--- config.mk ---
export PLATFORM = sky130hd
export DESIGN_NAME = adc_scan_pulse_counter
export DESIGN_NICKNAME = d
export VERILOG_FILES = /design/src/hw/rtl/asp_pkg.sv /design/src/hw/rtl/adc_scan_pulse_counter.sv /design/src/hw/rtl/asp_csr.sv /design/src/hw/rtl/asp_scan.sv /design/src/hw/rtl/asp_store.sv
export SDC_FILE = /design/constraint.sdc
export NUM_CORES = 1
export LEC_CHECK = 0
export ABC_CLOCK_PERIOD_IN_PS = 5400
export BUFFER_PORTS_ARGS = -buffer_cell sky130_fd_sc_hd__buf_2
export CAP_MARGIN = 20
export CORE_MARGIN = 2
export CORE_UTILIZATION = 38
export DETAILED_ROUTE_END_ITERATION = 12
export PLACE_DENSITY = 0.56
export SYNTH_ARGS = -nofsm -noshare
export SYNTH_HDL_FRONTEND = slang
export SYNTH_HIERARCHICAL = 1
export SYNTH_SLANG_ARGS = --single-unit
export TNS_END_PERCENT = 100
--- constraint.sdc ---
create_clock -name clock -period 5.4 [get_ports clock]
set_input_delay 0.81 -clock clock [delete_from_list [all_inputs] [get_ports clock]]
set_output_delay 0.81 -clock clock [all_outputs]
set_load 0.01 [all_outputs]
--- src/hw/rtl/asp_pkg.sv ---
// Shared types and constants for the ADC scan pulse counter.
// No dependencies; imported by every module of the block.
package asp_pkg;

   // Fixed field widths of the ports and registers.
   localparam int CH_PORT_BITS = 5;
   localparam int MASK_BITS    = 22;
   localparam int THR_BITS     = 12;
   localparam int BOUND_BITS   = 5;
   localparam int CSR_ADDR_BITS = 4;
   localparam int CSR_DATA_BITS = 32;

   // Register reset values.
   localparam logic [MASK_BITS-1:0]  MASK_RESET  = '0;
   localparam logic [THR_BITS-1:0]   THR_RESET   = 12'd2000;
   localparam logic [BOUND_BITS-1:0] BOUND_RESET = 5'd11;

   // Word command codes.
   localparam logic CMD_SAMPLE = 1'b0;
   localparam logic CMD_EDGE   = 1'b1;

   // Register indexes, taken from byte address bits [3:2].
   typedef enum logic [1:0] {
      REG_PULSE_MODE = 2'd0,
      REG_DROP_THR   = 2'd1,
      REG_EDGE_BOUND = 2'd2
   } reg_index_type;

   // Configuration seen by the datapath.
   typedef struct packed {
      logic [MASK_BITS-1:0]  pulse_mode_mask;
      logic [THR_BITS-1:0]   drop_threshold;
      logic [BOUND_BITS-1:0] edge_counted_channels;
   } cfg_type;

endpackage

--- src/hw/rtl/adc_scan_pulse_counter.sv ---
// Top level of the ADC scan pulse counter: control, datapath and output word.
// Depends on asp_pkg, asp_csr, asp_scan and asp_store.
//
//   Port group | Direction | Handshake            | Moves
//   req_*      | in        | req_valid/req_stall  | sample or pin-edge word
//   rsp_*      | out       | rsp_valid/rsp_stall  | channel update word
//   psel...    | in/out    | APB setup + access   | configuration registers
//
// For each word the accept cycle reads the channel's entry from the state
// memory; the update state (ST_EXEC) then updates it and writes it back.
// A new word is accepted only after the previous word's update, one at a time.
// Reset is synchronous; the state memory needs no clearing pass, valid bits
// give the reset contents at once.
// A stalled result holds the update cycle until the output register frees up.
module adc_scan_pulse_counter #(
   parameter int NUM_CHANNELS = 22,
   parameter int SAMPLE_BITS  = 12,
   parameter int COUNT_BITS   = 16
) (
   input  logic                              clock,
   input  logic                              reset,
   input  logic                              req_valid,
   output logic                              req_stall,
   input  logic                              req_cmd,
   input  logic [SAMPLE_BITS-1:0]            req_sample,
   input  logic [asp_pkg::CH_PORT_BITS-1:0]  req_edge_channel,
   output logic                              rsp_valid,
   input  logic                              rsp_stall,
   output logic [asp_pkg::CH_PORT_BITS-1:0]  rsp_channel,
   output logic [SAMPLE_BITS-1:0]            rsp_sample_out,
   output logic [COUNT_BITS-1:0]             rsp_pulse_count,
   output logic                              rsp_changed,
   output logic [asp_pkg::CH_PORT_BITS-1:0]  rsp_next_channel,
   input  logic                              psel,
   input  logic                              penable,
   input  logic                              pwrite,
   input  logic [asp_pkg::CSR_ADDR_BITS-1:0] paddr,
   input  logic [asp_pkg::CSR_DATA_BITS-1:0] pwdata,
   output logic [asp_pkg::CSR_DATA_BITS-1:0] prdata,
   output logic                              pready
);
   import asp_pkg::*;

   localparam int CH_W  = $clog2(NUM_CHANNELS);
   localparam int CMP_W = (SAMPLE_BITS > THR_BITS) ? SAMPLE_BITS : THR_BITS;

   typedef enum logic [1:0] {
      ST_IDLE = 2'b01,
      ST_EXEC = 2'b10
   } state_type;

   cfg_type cfg;

   state_type state_ff, state_in;
   logic [CH_W-1:0] cur_ff, cur_in;

   // Captured word.
   logic                    cmd_ff;
   logic [SAMPLE_BITS-1:0]  smp_ff;
   logic [CH_PORT_BITS-1:0] ech_ff;
   logic [CH_W-1:0]         ch_ff;
   logic                    ech_ok_ff;

   // Output register.
   logic                    rsp_valid_ff, rsp_valid_in;
   logic [CH_PORT_BITS-1:0] rsp_channel_ff, rsp_channel_in;
   logic [SAMPLE_BITS-1:0]  rsp_sample_ff, rsp_sample_in;
   logic [COUNT_BITS-1:0]   rsp_count_ff, rsp_count_in;
   logic                    rsp_changed_ff, rsp_changed_in;
   logic [CH_PORT_BITS-1:0] rsp_next_ff, rsp_next_in;

   logic            accept;
   logic            exec_go;
   logic            ech_ok;
   logic [CH_W-1:0] rd_addr;
   logic [SAMPLE_BITS-1:0] rd_last;
   logic [COUNT_BITS-1:0]  rd_count;
   logic                   rd_flag;
   logic                   wr_en;
   logic [SAMPLE_BITS-1:0] wr_last;
   logic [COUNT_BITS-1:0]  wr_count;
   logic                   wr_flag;
   logic [CH_W-1:0]        scan_next;
   logic [31:0]            mask_wide;
   logic                   sample_tracked;
   logic [SAMPLE_BITS-1:0] drop;
   logic                   do_count;

   asp_csr u_csr (
      .clock   (clock),
      .reset   (reset),
      .psel    (psel),
      .penable (penable),
      .pwrite  (pwrite),
      .paddr   (paddr),
      .pwdata  (pwdata),
      .prdata  (prdata),
      .pready  (pready),
      .cfg     (cfg)
   );

   asp_scan #(
      .NUM_CHANNELS (NUM_CHANNELS)
   ) u_scan (
      .cfg          (cfg),
      .cur_channel  (ch_ff),
      .next_channel (scan_next)
   );

   asp_store #(
      .NUM_CHANNELS (NUM_CHANNELS),
      .SAMPLE_BITS  (SAMPLE_BITS),
      .COUNT_BITS   (COUNT_BITS)
   ) u_store (
      .clock    (clock),
      .reset    (reset),
      .rd_en    (accept),
      .rd_addr  (rd_addr),
      .rd_last  (rd_last),
      .rd_count (rd_count),
      .rd_flag  (rd_flag),
      .wr_en    (wr_en),
      .wr_addr  (ch_ff),
      .wr_last  (wr_last),
      .wr_count (wr_count),
      .wr_flag  (wr_flag)
   );

   // Handshakes: one word in flight, update waits for a free output register.
   assign req_stall = (state_ff != ST_IDLE);
   assign accept    = req_valid && !req_stall;
   assign exec_go   = (state_ff == ST_EXEC) && (!rsp_valid_ff || !rsp_stall);

   // Channel whose entry the word touches; an out-of-range edge reads entry zero.
   assign ech_ok  = 32'(req_edge_channel) < NUM_CHANNELS;
   always_comb begin
      if (req_cmd == CMD_EDGE) begin
         rd_addr = ech_ok ? req_edge_channel[CH_W-1:0] : '0;
      end else begin
         rd_addr = cur_ff;
      end
   end

   // Sequencer.
   always_comb begin
      state_in = state_ff;
      unique case (state_ff)
         ST_IDLE: if (accept)  state_in = ST_EXEC;
         ST_EXEC: if (exec_go) state_in = ST_IDLE;
         default: state_in = ST_IDLE;
      endcase
   end

   // Pulse detection on a tracked sample channel.
   assign mask_wide      = 32'(cfg.pulse_mode_mask);
   assign sample_tracked = mask_wide[5'(ch_ff)] &&
                           ({1'b0, CH_PORT_BITS'(ch_ff)} >=
                            {1'b0, cfg.edge_counted_channels});
   assign drop     = rd_last - smp_ff;
   assign do_count = sample_tracked && (rd_last > smp_ff) &&
                     (CMP_W'(drop) > CMP_W'(cfg.drop_threshold));

   // Entry update and result word.
   always_comb begin
      wr_last        = rd_last;
      wr_count       = rd_count;
      wr_flag        = rd_flag;
      wr_en          = 1'b0;
      cur_in         = cur_ff;
      rsp_channel_in = ech_ff;
      rsp_sample_in  = '0;
      rsp_count_in   = '0;
      rsp_changed_in = 1'b0;
      rsp_next_in    = CH_PORT_BITS'(cur_ff);
      if (cmd_ff == CMD_EDGE) begin
         if (ech_ok_ff) begin
            wr_count       = rd_count + COUNT_BITS'(1);
            wr_flag        = 1'b1;
            wr_en          = exec_go;
            rsp_count_in   = wr_count;
            rsp_changed_in = 1'b1;
         end
      end else begin
         if (do_count) begin
            wr_count = rd_count + COUNT_BITS'(1);
            wr_flag  = 1'b1;
         end
         if (sample_tracked) begin
            wr_last = smp_ff;
            wr_en   = exec_go;
         end
         if (exec_go) begin
            cur_in = scan_next;
         end
         rsp_channel_in = CH_PORT_BITS'(ch_ff);
         rsp_sample_in  = smp_ff;
         rsp_count_in   = wr_count;
         rsp_changed_in = wr_flag;
         rsp_next_in    = CH_PORT_BITS'(scan_next);
      end
   end

   // Output valid: loaded on update, cleared when taken.
   always_comb begin
      if (exec_go) begin
         rsp_valid_in = 1'b1;
      end else if (!rsp_stall) begin
         rsp_valid_in = 1'b0;
      end else begin
         rsp_valid_in = rsp_valid_ff;
      end
   end

   // Control registers.
   always_ff @(posedge clock) begin
      if (reset) begin
         state_ff     <= ST_IDLE;
         cur_ff       <= '0;
         rsp_valid_ff <= 1'b0;
      end else begin
         state_ff     <= state_in;
         cur_ff       <= cur_in;
         rsp_valid_ff <= rsp_valid_in;
      end
   end

   // Word capture and output payload.
   always_ff @(posedge clock) begin
      if (accept) begin
         cmd_ff    <= req_cmd;
         smp_ff    <= req_sample;
         ech_ff    <= req_edge_channel;
         ech_ok_ff <= ech_ok;
         ch_ff     <= rd_addr;
      end
      if (exec_go) begin
         rsp_channel_ff <= rsp_channel_in;
         rsp_sample_ff  <= rsp_sample_in;
         rsp_count_ff   <= rsp_count_in;
         rsp_changed_ff <= rsp_changed_in;
         rsp_next_ff    <= rsp_next_in;
      end
   end

   assign rsp_valid        = rsp_valid_ff;
   assign rsp_channel      = rsp_channel_ff;
   assign rsp_sample_out   = rsp_sample_ff;
   assign rsp_pulse_count  = rsp_count_ff;
   assign rsp_changed      = rsp_changed_ff;
   assign rsp_next_channel = rsp_next_ff;

   // The memory is never read and written in the same cycle.
   a_no_rw_overlap : assert property (@(posedge clock) disable iff (reset)
      !(accept && wr_en))
      else $error("state memory read and write overlap");

   // The scan position always names an existing channel.
   a_cur_in_range : assert property (@(posedge clock) disable iff (reset)
      32'(cur_ff) < NUM_CHANNELS)
      else $error("current channel out of range");

   // A pending result that is stalled holds back the update of the next word.
   a_update_waits : assert property (@(posedge clock) disable iff (reset)
      (state_ff == ST_EXEC) && rsp_valid_ff && rsp_stall |=> (state_ff == ST_EXEC))
      else $error("update overran a stalled result");

   // Every accepted word leads to an update cycle.
   a_accept_to_exec : assert property (@(posedge clock) disable iff (reset)
      accept |=> (state_ff == ST_EXEC))
      else $error("accepted word not processed");

endmodule

--- src/hw/rtl/asp_csr.sv ---
// Configuration registers of the ADC scan pulse counter behind an APB-style port.
// Depends on asp_pkg for register indexes, widths and reset values.
module asp_csr (
   input  logic                              clock,
   input  logic                              reset,
   input  logic                              psel,
   input  logic                              penable,
   input  logic                              pwrite,
   input  logic [asp_pkg::CSR_ADDR_BITS-1:0] paddr,
   input  logic [asp_pkg::CSR_DATA_BITS-1:0] pwdata,
   output logic [asp_pkg::CSR_DATA_BITS-1:0] prdata,
   output logic                              pready,
   output asp_pkg::cfg_type                  cfg
);
   import asp_pkg::*;

   cfg_type       cfg_ff;
   cfg_type       cfg_in;
   reg_index_type reg_index;
   logic          wr_strobe;

   // The port never inserts wait states.
   assign pready    = 1'b1;
   assign reg_index = reg_index_type'(paddr[3:2]);
   assign wr_strobe = psel && penable && pwrite && pready;

   // Register write decode.
   always_comb begin
      cfg_in = cfg_ff;
      if (wr_strobe) begin
         unique case (reg_index)
            REG_PULSE_MODE: cfg_in.pulse_mode_mask = pwdata[MASK_BITS-1:0];
            REG_DROP_THR:   cfg_in.drop_threshold  = pwdata[THR_BITS-1:0];
            REG_EDGE_BOUND: cfg_in.edge_counted_channels = pwdata[BOUND_BITS-1:0];
            default:        cfg_in = cfg_ff;
         endcase
      end
   end

   always_ff @(posedge clock) begin
      if (reset) begin
         cfg_ff.pulse_mode_mask       <= MASK_RESET;
         cfg_ff.drop_threshold        <= THR_RESET;
         cfg_ff.edge_counted_channels <= BOUND_RESET;
      end else begin
         cfg_ff <= cfg_in;
      end
   end

   // Register read decode.
   always_comb begin
      unique case (reg_index)
         REG_PULSE_MODE: prdata = CSR_DATA_BITS'(cfg_ff.pulse_mode_mask);
         REG_DROP_THR:   prdata = CSR_DATA_BITS'(cfg_ff.drop_threshold);
         REG_EDGE_BOUND: prdata = CSR_DATA_BITS'(cfg_ff.edge_counted_channels);
         default:        prdata = '0;
      endcase
   end

   assign cfg = cfg_ff;

endmodule

--- src/hw/rtl/asp_scan.sv ---
// Scan sequencer: picks the channel the mux selects after the given one.
// Depends on asp_pkg for the configuration struct.
module asp_scan #(
   parameter int NUM_CHANNELS = 22
) (
   input  asp_pkg::cfg_type                    cfg,
   input  logic [$clog2(NUM_CHANNELS)-1:0]     cur_channel,
   output logic [$clog2(NUM_CHANNELS)-1:0]     next_channel
);
   import asp_pkg::*;

   localparam int CH_W = $clog2(NUM_CHANNELS);

   logic [31:0]             mask_wide;
   logic [CH_W-1:0]         step_channel;
   logic [NUM_CHANNELS-1:0] stop_vec;

   assign mask_wide = 32'(cfg.pulse_mode_mask);

   // Plain increment with wrap at the channel count.
   always_comb begin
      if (32'(cur_channel) == NUM_CHANNELS - 1) begin
         step_channel = '0;
      end else begin
         step_channel = cur_channel + CH_W'(1);
      end
   end

   // A channel stops the scan if it is at or after the step position and is
   // either at/above the edge-counted boundary or not in pulse mode.
   always_comb begin
      for (int i = 0; i < NUM_CHANNELS; i++) begin
         stop_vec[i] = (i >= int'(step_channel)) &&
                       ((i >= int'(cfg.edge_counted_channels)) || !mask_wide[i]);
      end
   end

   // Lowest stopping channel; none means the scan ran off the end and wraps.
   always_comb begin
      next_channel = '0;
      for (int i = NUM_CHANNELS - 1; i >= 0; i--) begin
         if (stop_vec[i]) begin
            next_channel = CH_W'(i);
         end
      end
   end

endmodule

--- src/hw/rtl/asp_store.sv ---
// Per-channel state memory: last sample, pulse counter and changed flag.
// Synchronous, registered read; valid bits supply reset contents.
// Depends on asp_pkg.
module asp_store #(
   parameter int NUM_CHANNELS = 22,
   parameter int SAMPLE_BITS  = 12,
   parameter int COUNT_BITS   = 16
) (
   input  logic                            clock,
   input  logic                            reset,
   input  logic                            rd_en,
   input  logic [$clog2(NUM_CHANNELS)-1:0] rd_addr,
   output logic [SAMPLE_BITS-1:0]          rd_last,
   output logic [COUNT_BITS-1:0]           rd_count,
   output logic                            rd_flag,
   input  logic                            wr_en,
   input  logic [$clog2(NUM_CHANNELS)-1:0] wr_addr,
   input  logic [SAMPLE_BITS-1:0]          wr_last,
   input  logic [COUNT_BITS-1:0]           wr_count,
   input  logic                            wr_flag
);
   import asp_pkg::*;

   localparam int WORD_W = SAMPLE_BITS + COUNT_BITS + 1;

   logic [WORD_W-1:0]       mem [NUM_CHANNELS];
   logic [WORD_W-1:0]       rdata_ff;
   logic                    rvalid_ff;
   logic [NUM_CHANNELS-1:0] valid_ff;
   logic [NUM_CHANNELS-1:0] valid_in;

   // Memory array: one write port, one registered read port.
   always_ff @(posedge clock) begin
      if (wr_en) begin
         mem[wr_addr] <= {wr_flag, wr_count, wr_last};
      end
      if (rd_en) begin
         rdata_ff <= mem[rd_addr];
      end
   end

   // An entry becomes valid on its first write.
   always_comb begin
      valid_in = valid_ff;
      if (wr_en) begin
         valid_in[wr_addr] = 1'b1;
      end
   end

   always_ff @(posedge clock) begin
      if (reset) begin
         valid_ff  <= '0;
         rvalid_ff <= 1'b0;
      end else begin
         valid_ff <= valid_in;
         if (rd_en) begin
            rvalid_ff <= valid_ff[rd_addr];
         end
      end
   end

   // Unwritten entries read as the reset contents: full-scale sample, zero count.
   always_comb begin
      if (rvalid_ff) begin
         rd_last  = rdata_ff[SAMPLE_BITS-1:0];
         rd_count = rdata_ff[SAMPLE_BITS +: COUNT_BITS];
         rd_flag  = rdata_ff[WORD_W-1];
      end else begin
         rd_last  = '1;
         rd_count = '0;
         rd_flag  = 1'b0;
      end
   end

endmodule
==> flow_metrics.tcl <==
set metrics [dict create \
    combPwrFrac 0.075 \
    synth-warning-count 6 \
    syn_area_per_cell_um2 16.5 \
    cp-end-kind "register" \
    core-area_um2 90100 \
    internal-power_mw 10.6 \
    critPathMaxStageDelay_ns 0.45 \
    grt_max_degree 92 \
    cts.sinks 800 \
    cp_slowest_cell "or4_1" \
    powerDensity_nw_per_um2 345 \
    gp_congestion 0.852 \
    synth_cells 2095 \
    switching_power_mw 3.08 \
    max_freq_mhz 195 \
    cp-start-kind "register" \
    h-tree-depth 3 \
    dr.pass1.iters 5 \
    rsz0062_at_grt "no" \
    cpLargestDelayFamily "simple AND/OR/NAND/NOR gates" \
    worst_slew_pin_slew_ns 1.00 \
    pwr-share-seq 0.501 \
    grt.met2_usage 0.316 \
    use_met3 0.0314 \
    grt_pass1_wl_mm 132 \
    switching_share 0.225 \
    drv_cap 0 \
    start_util 0.384 \
    crit_path_cell_trace "nand2b_1 -> ha_1 -> nor2b_1 -> o21ai_0 -> a21boi_0 -> or4_1 -> a31o_2 -> o41ai_1 -> xnor2_1 -> ha_1 -> nand4_1 -> or3_1 -> o211ai_1 -> a31oi_4 -> o211ai_4 -> buf_4 -> and2_4 -> nand2b_1" \
    fin_util 0.440 \
    hp-class "primary input to register" \
    pre_cts_ws_ns 0.211 \
    ys_ff_latch 800 \
    grt_usage 0.192 \
    synth_top_area_share 0.634 \
    hpwl_mm 54.3 \
    drtIter0Drc 1633 \
    num_io_pins 135 \
    ys_types 104 \
    cts_setup_buffers 0 \
    synth_area_um2 34600 \
    fin_skew_ns 0.0318 \
    grt_antenna_before_repair 2 \
    clk_pin_slew_worst_paths_ns 0.06 \
    yosys.area.top_type "edfxtp_1" \
    synthToLayoutAreaGrowth_pct 14.7 \
    drc 0 \
    overflow 0 \
    viasPerCell 5.58 \
    cts-root-buf "clkbuf_16" \
    cp_max_fo 22 \
    drive_gt1_frac 0.257 \
    num_rows 110 \
    path_class "register to register" \
    fp.dieH_um 306 \
    timing.final.crit_period_ns 5.13 \
    ctsHoldBuffers 0 \
    required_ns 5.58 \
    status "completed" \
    wl_mm 90.3 \
    dieArea_um2 93500 \
    port_buffers 111 \
    ys_async_sr_fraction 0 \
    routedWlPerCell_um 25.8 \
    cts_tree "yes" \
    hold_violations 0 \
    num_antenna_cells 0 \
    clockPowerShare 0.424 \
    cp_num_buf_inv 1 \
    clockBufferDepth 3 \
    cp_data_arrival_time_ns 5.31 \
    synth_edf_count 730 \
    slew_violations 0 \
    slew_headroom 0.332 \
    synth.area.top_cells "edfxtp_1 (63%), mux4_2 (9.8%), dfxtp_1 (4.1%)" \
    die_w_um 306 \
    ir_worst_vdd_mv 0.255 \
    top_usage_layer "met2" \
    period_share 0.950 \
    p_leak_nw 12.9 \
    nets 2359 \
    ant_nets 0 \
    worstSkewPairLatency_ns 0.65 \
    ys.flop_type "edfxtp_1" \
    num_vias 19600 \
    cts_resized 0 \
    setup_violations 0 \
    layout_setup_ws_ns 0.268 \
    grt_use_met1 0.257 \
    yosysSeqAreaShare 0.674 \
    cts_made_buffers 81 \
    grt_pass1_vias 19600 \
    tns_ns 0 \
]
==> synthesized netlist by cell type, types with 5 or more instances <==
| cell type | count |
|---|---|
| nor2_1 | 147 |
| nand3_1 | 27 |
| buf_2 | 28 |
| and3_1 | 6 |
| a22oi_1 | 5 |
| o221ai_1 | 9 |
| a31oi_1 | 6 |
| nand3b_1 | 8 |
| dfxtp_1 | 70 |
| nand4_1 | 9 |
| or3_1 | 7 |
| buf_4 | 24 |
| a2bb2oi_1 | 5 |
| mux2i_1 | 118 |
| buf_1 | 6 |
| ha_1 | 33 |
| o21ai_0 | 50 |
| o21a_1 | 7 |
| a21oi_2 | 5 |
| nand2b_1 | 74 |
| edfxtp_1 | 730 |
| nor3_1 | 21 |
| xor2_1 | 5 |
| nor2b_1 | 11 |
| o22ai_1 | 36 |
| clkbuf_1 | 37 |
| xnor2_1 | 13 |
| o21ai_1 | 61 |
| and4_1 | 5 |
| inv_1 | 56 |
| buf_6 | 20 |
| a221oi_2 | 29 |
| a21o_1 | 5 |
| a211oi_1 | 5 |
| mux2_2 | 22 |
| and2_1 | 34 |
| o211ai_1 | 7 |
| a21oi_1 | 39 |
| mux4_2 | 150 |
| nand2_1 | 61 |
==> through the flow <==
step                hold slack, ns  cell area, um2  std cells  power (mW)
global route                 0.309           39700       3503        14.1
CTS                          0.292           39700       3502        13.8
floorplan                    0.432           34600       2104        7.71
detailed placement           0.451           36900       3356        8.03
global placement             0.445           36900       3354        8.00
finish                       0.335           39700       3503        13.7
==> logic make-up (layout without fill, tap and decap cells) <==
family,count (synthesis),count (layout),synth area share
multiplexers,296,296,0.142
adder cells (fa/ha/maj),34,34,0.0125
AO/OA/AOI/OAI,325,325,0.0702
XOR/XNOR,19,19,0.00535
other,2,11,0.000217
AND/OR/NAND/NOR,438,438,0.0649
flip-flops,800,800,0.674
buffers and inverters,181,404,0.0307
==> state kept, by name, summed over array words and instances, names as in the netlist <==
signal             cells
rsp_channel            5
ch_ff                  5
rsp_valid              1
u_store/mem          638
u_store/rdata_ff      29
u_csr/cfg             39
ech_ok_ff              1
cur_ff                 5
cmd_ff                 1
state_ff               2
rsp_sample_out        12
u_store/valid_ff      22
rsp_next_channel       5
rsp_changed            1
ech_ff                 5
rsp_pulse_count       16
smp_ff                12
u_store/rvalid_ff      1
==> metal layers <==
layer | vias to the layer above | wire [um]
met5 | - | 0
met4 | 0 | 2990
met3 | 143 | 5250
met2 | 628 | 43900
met1 | 10200 | 38200
li1 | 8594 | -
==> power by group through the flow <==
stage          Clock (mW)  Combinational, mW  Sequential [mW]
5_1_grt              6.16               1.11             6.87
2_1_floorplan           0              0.724             6.98
3_5_place_dp            0               1.03             7.00
6_report             5.82               1.02             6.87
4_1_cts              5.94               1.03             6.87
3_3_place_gp            0               1.00             7.00
==> cells in the final DEF, fill, tap and decap left out, types with 14 or more instances in the layout <==
master,n
edfxtp_1,730
mux4_2,150
nor2_1,124
mux2i_1,118
buf_2,111
clkbuf_16,84
nand2b_1,73
buf_4,71
dfxtp_1,70
o21ai_1,62
nand2_1,61
inv_1,54
o21ai_0,45
a21oi_1,39
o22ai_1,35
and2_1,34
ha_1,33
a221oi_2,29
nand3_1,27
nor2_4,23
mux2_2,22
nor3_1,21
buf_12,18
clkinv_1,14
==> worst paths after layout <==
| check | startpoint | end | slack (ns) | depth (start not counted) |
|---|---|---|---|---|
| max reg2reg | u_store/rdata_ff[1]$_DFFE_PP_ | u_store/mem[12][28]$_DFFE_PP_ | 0.27 | 18 |
| min reg2reg | u_store/valid_ff[18]$_SDFFE_PP0P_ | u_store/valid_ff[18]$_SDFFE_PP0P_ | 0.46 | 2 |
| max | u_store/rdata_ff[1]$_DFFE_PP_ | u_store/mem[12][28]$_DFFE_PP_ | 0.27 | 18 |
| min | req_sample[8] | smp_ff[8]$_DFFE_PP_ | 0.34 | 1 |
==> cell type report <==
cell class | instances | area, um2
fillers | 7806 | 50500
flip-flops and latches | 800 | 23300
multi-input cells | 1123 | 10500
clock buffers | 99 | 2180
well taps | 1176 | 1470
repair buffers | 200 | 1450
clock inverters | 47 | 572
inverters | 58 | 219
==> worst reg2reg max path: stages, from the launching register on <==
cell	delay [ns]
edfxtp_1	0.35
nand2b_1	0.16
ha_1	0.29
nor2b_1	0.13
o21ai_0	0.20
a21boi_0	0.16
or4_1	0.46
a31o_2	0.23
o41ai_1	0.32
xnor2_1	0.13
ha_1	0.31
nand4_1	0.14
or3_1	0.41
o211ai_1	0.17
a31oi_4	0.11
o211ai_4	0.14
buf_4	0.27
and2_4	0.24
nand2b_1	0.46
Note: power is estimated with default switching activity, not from simulation.
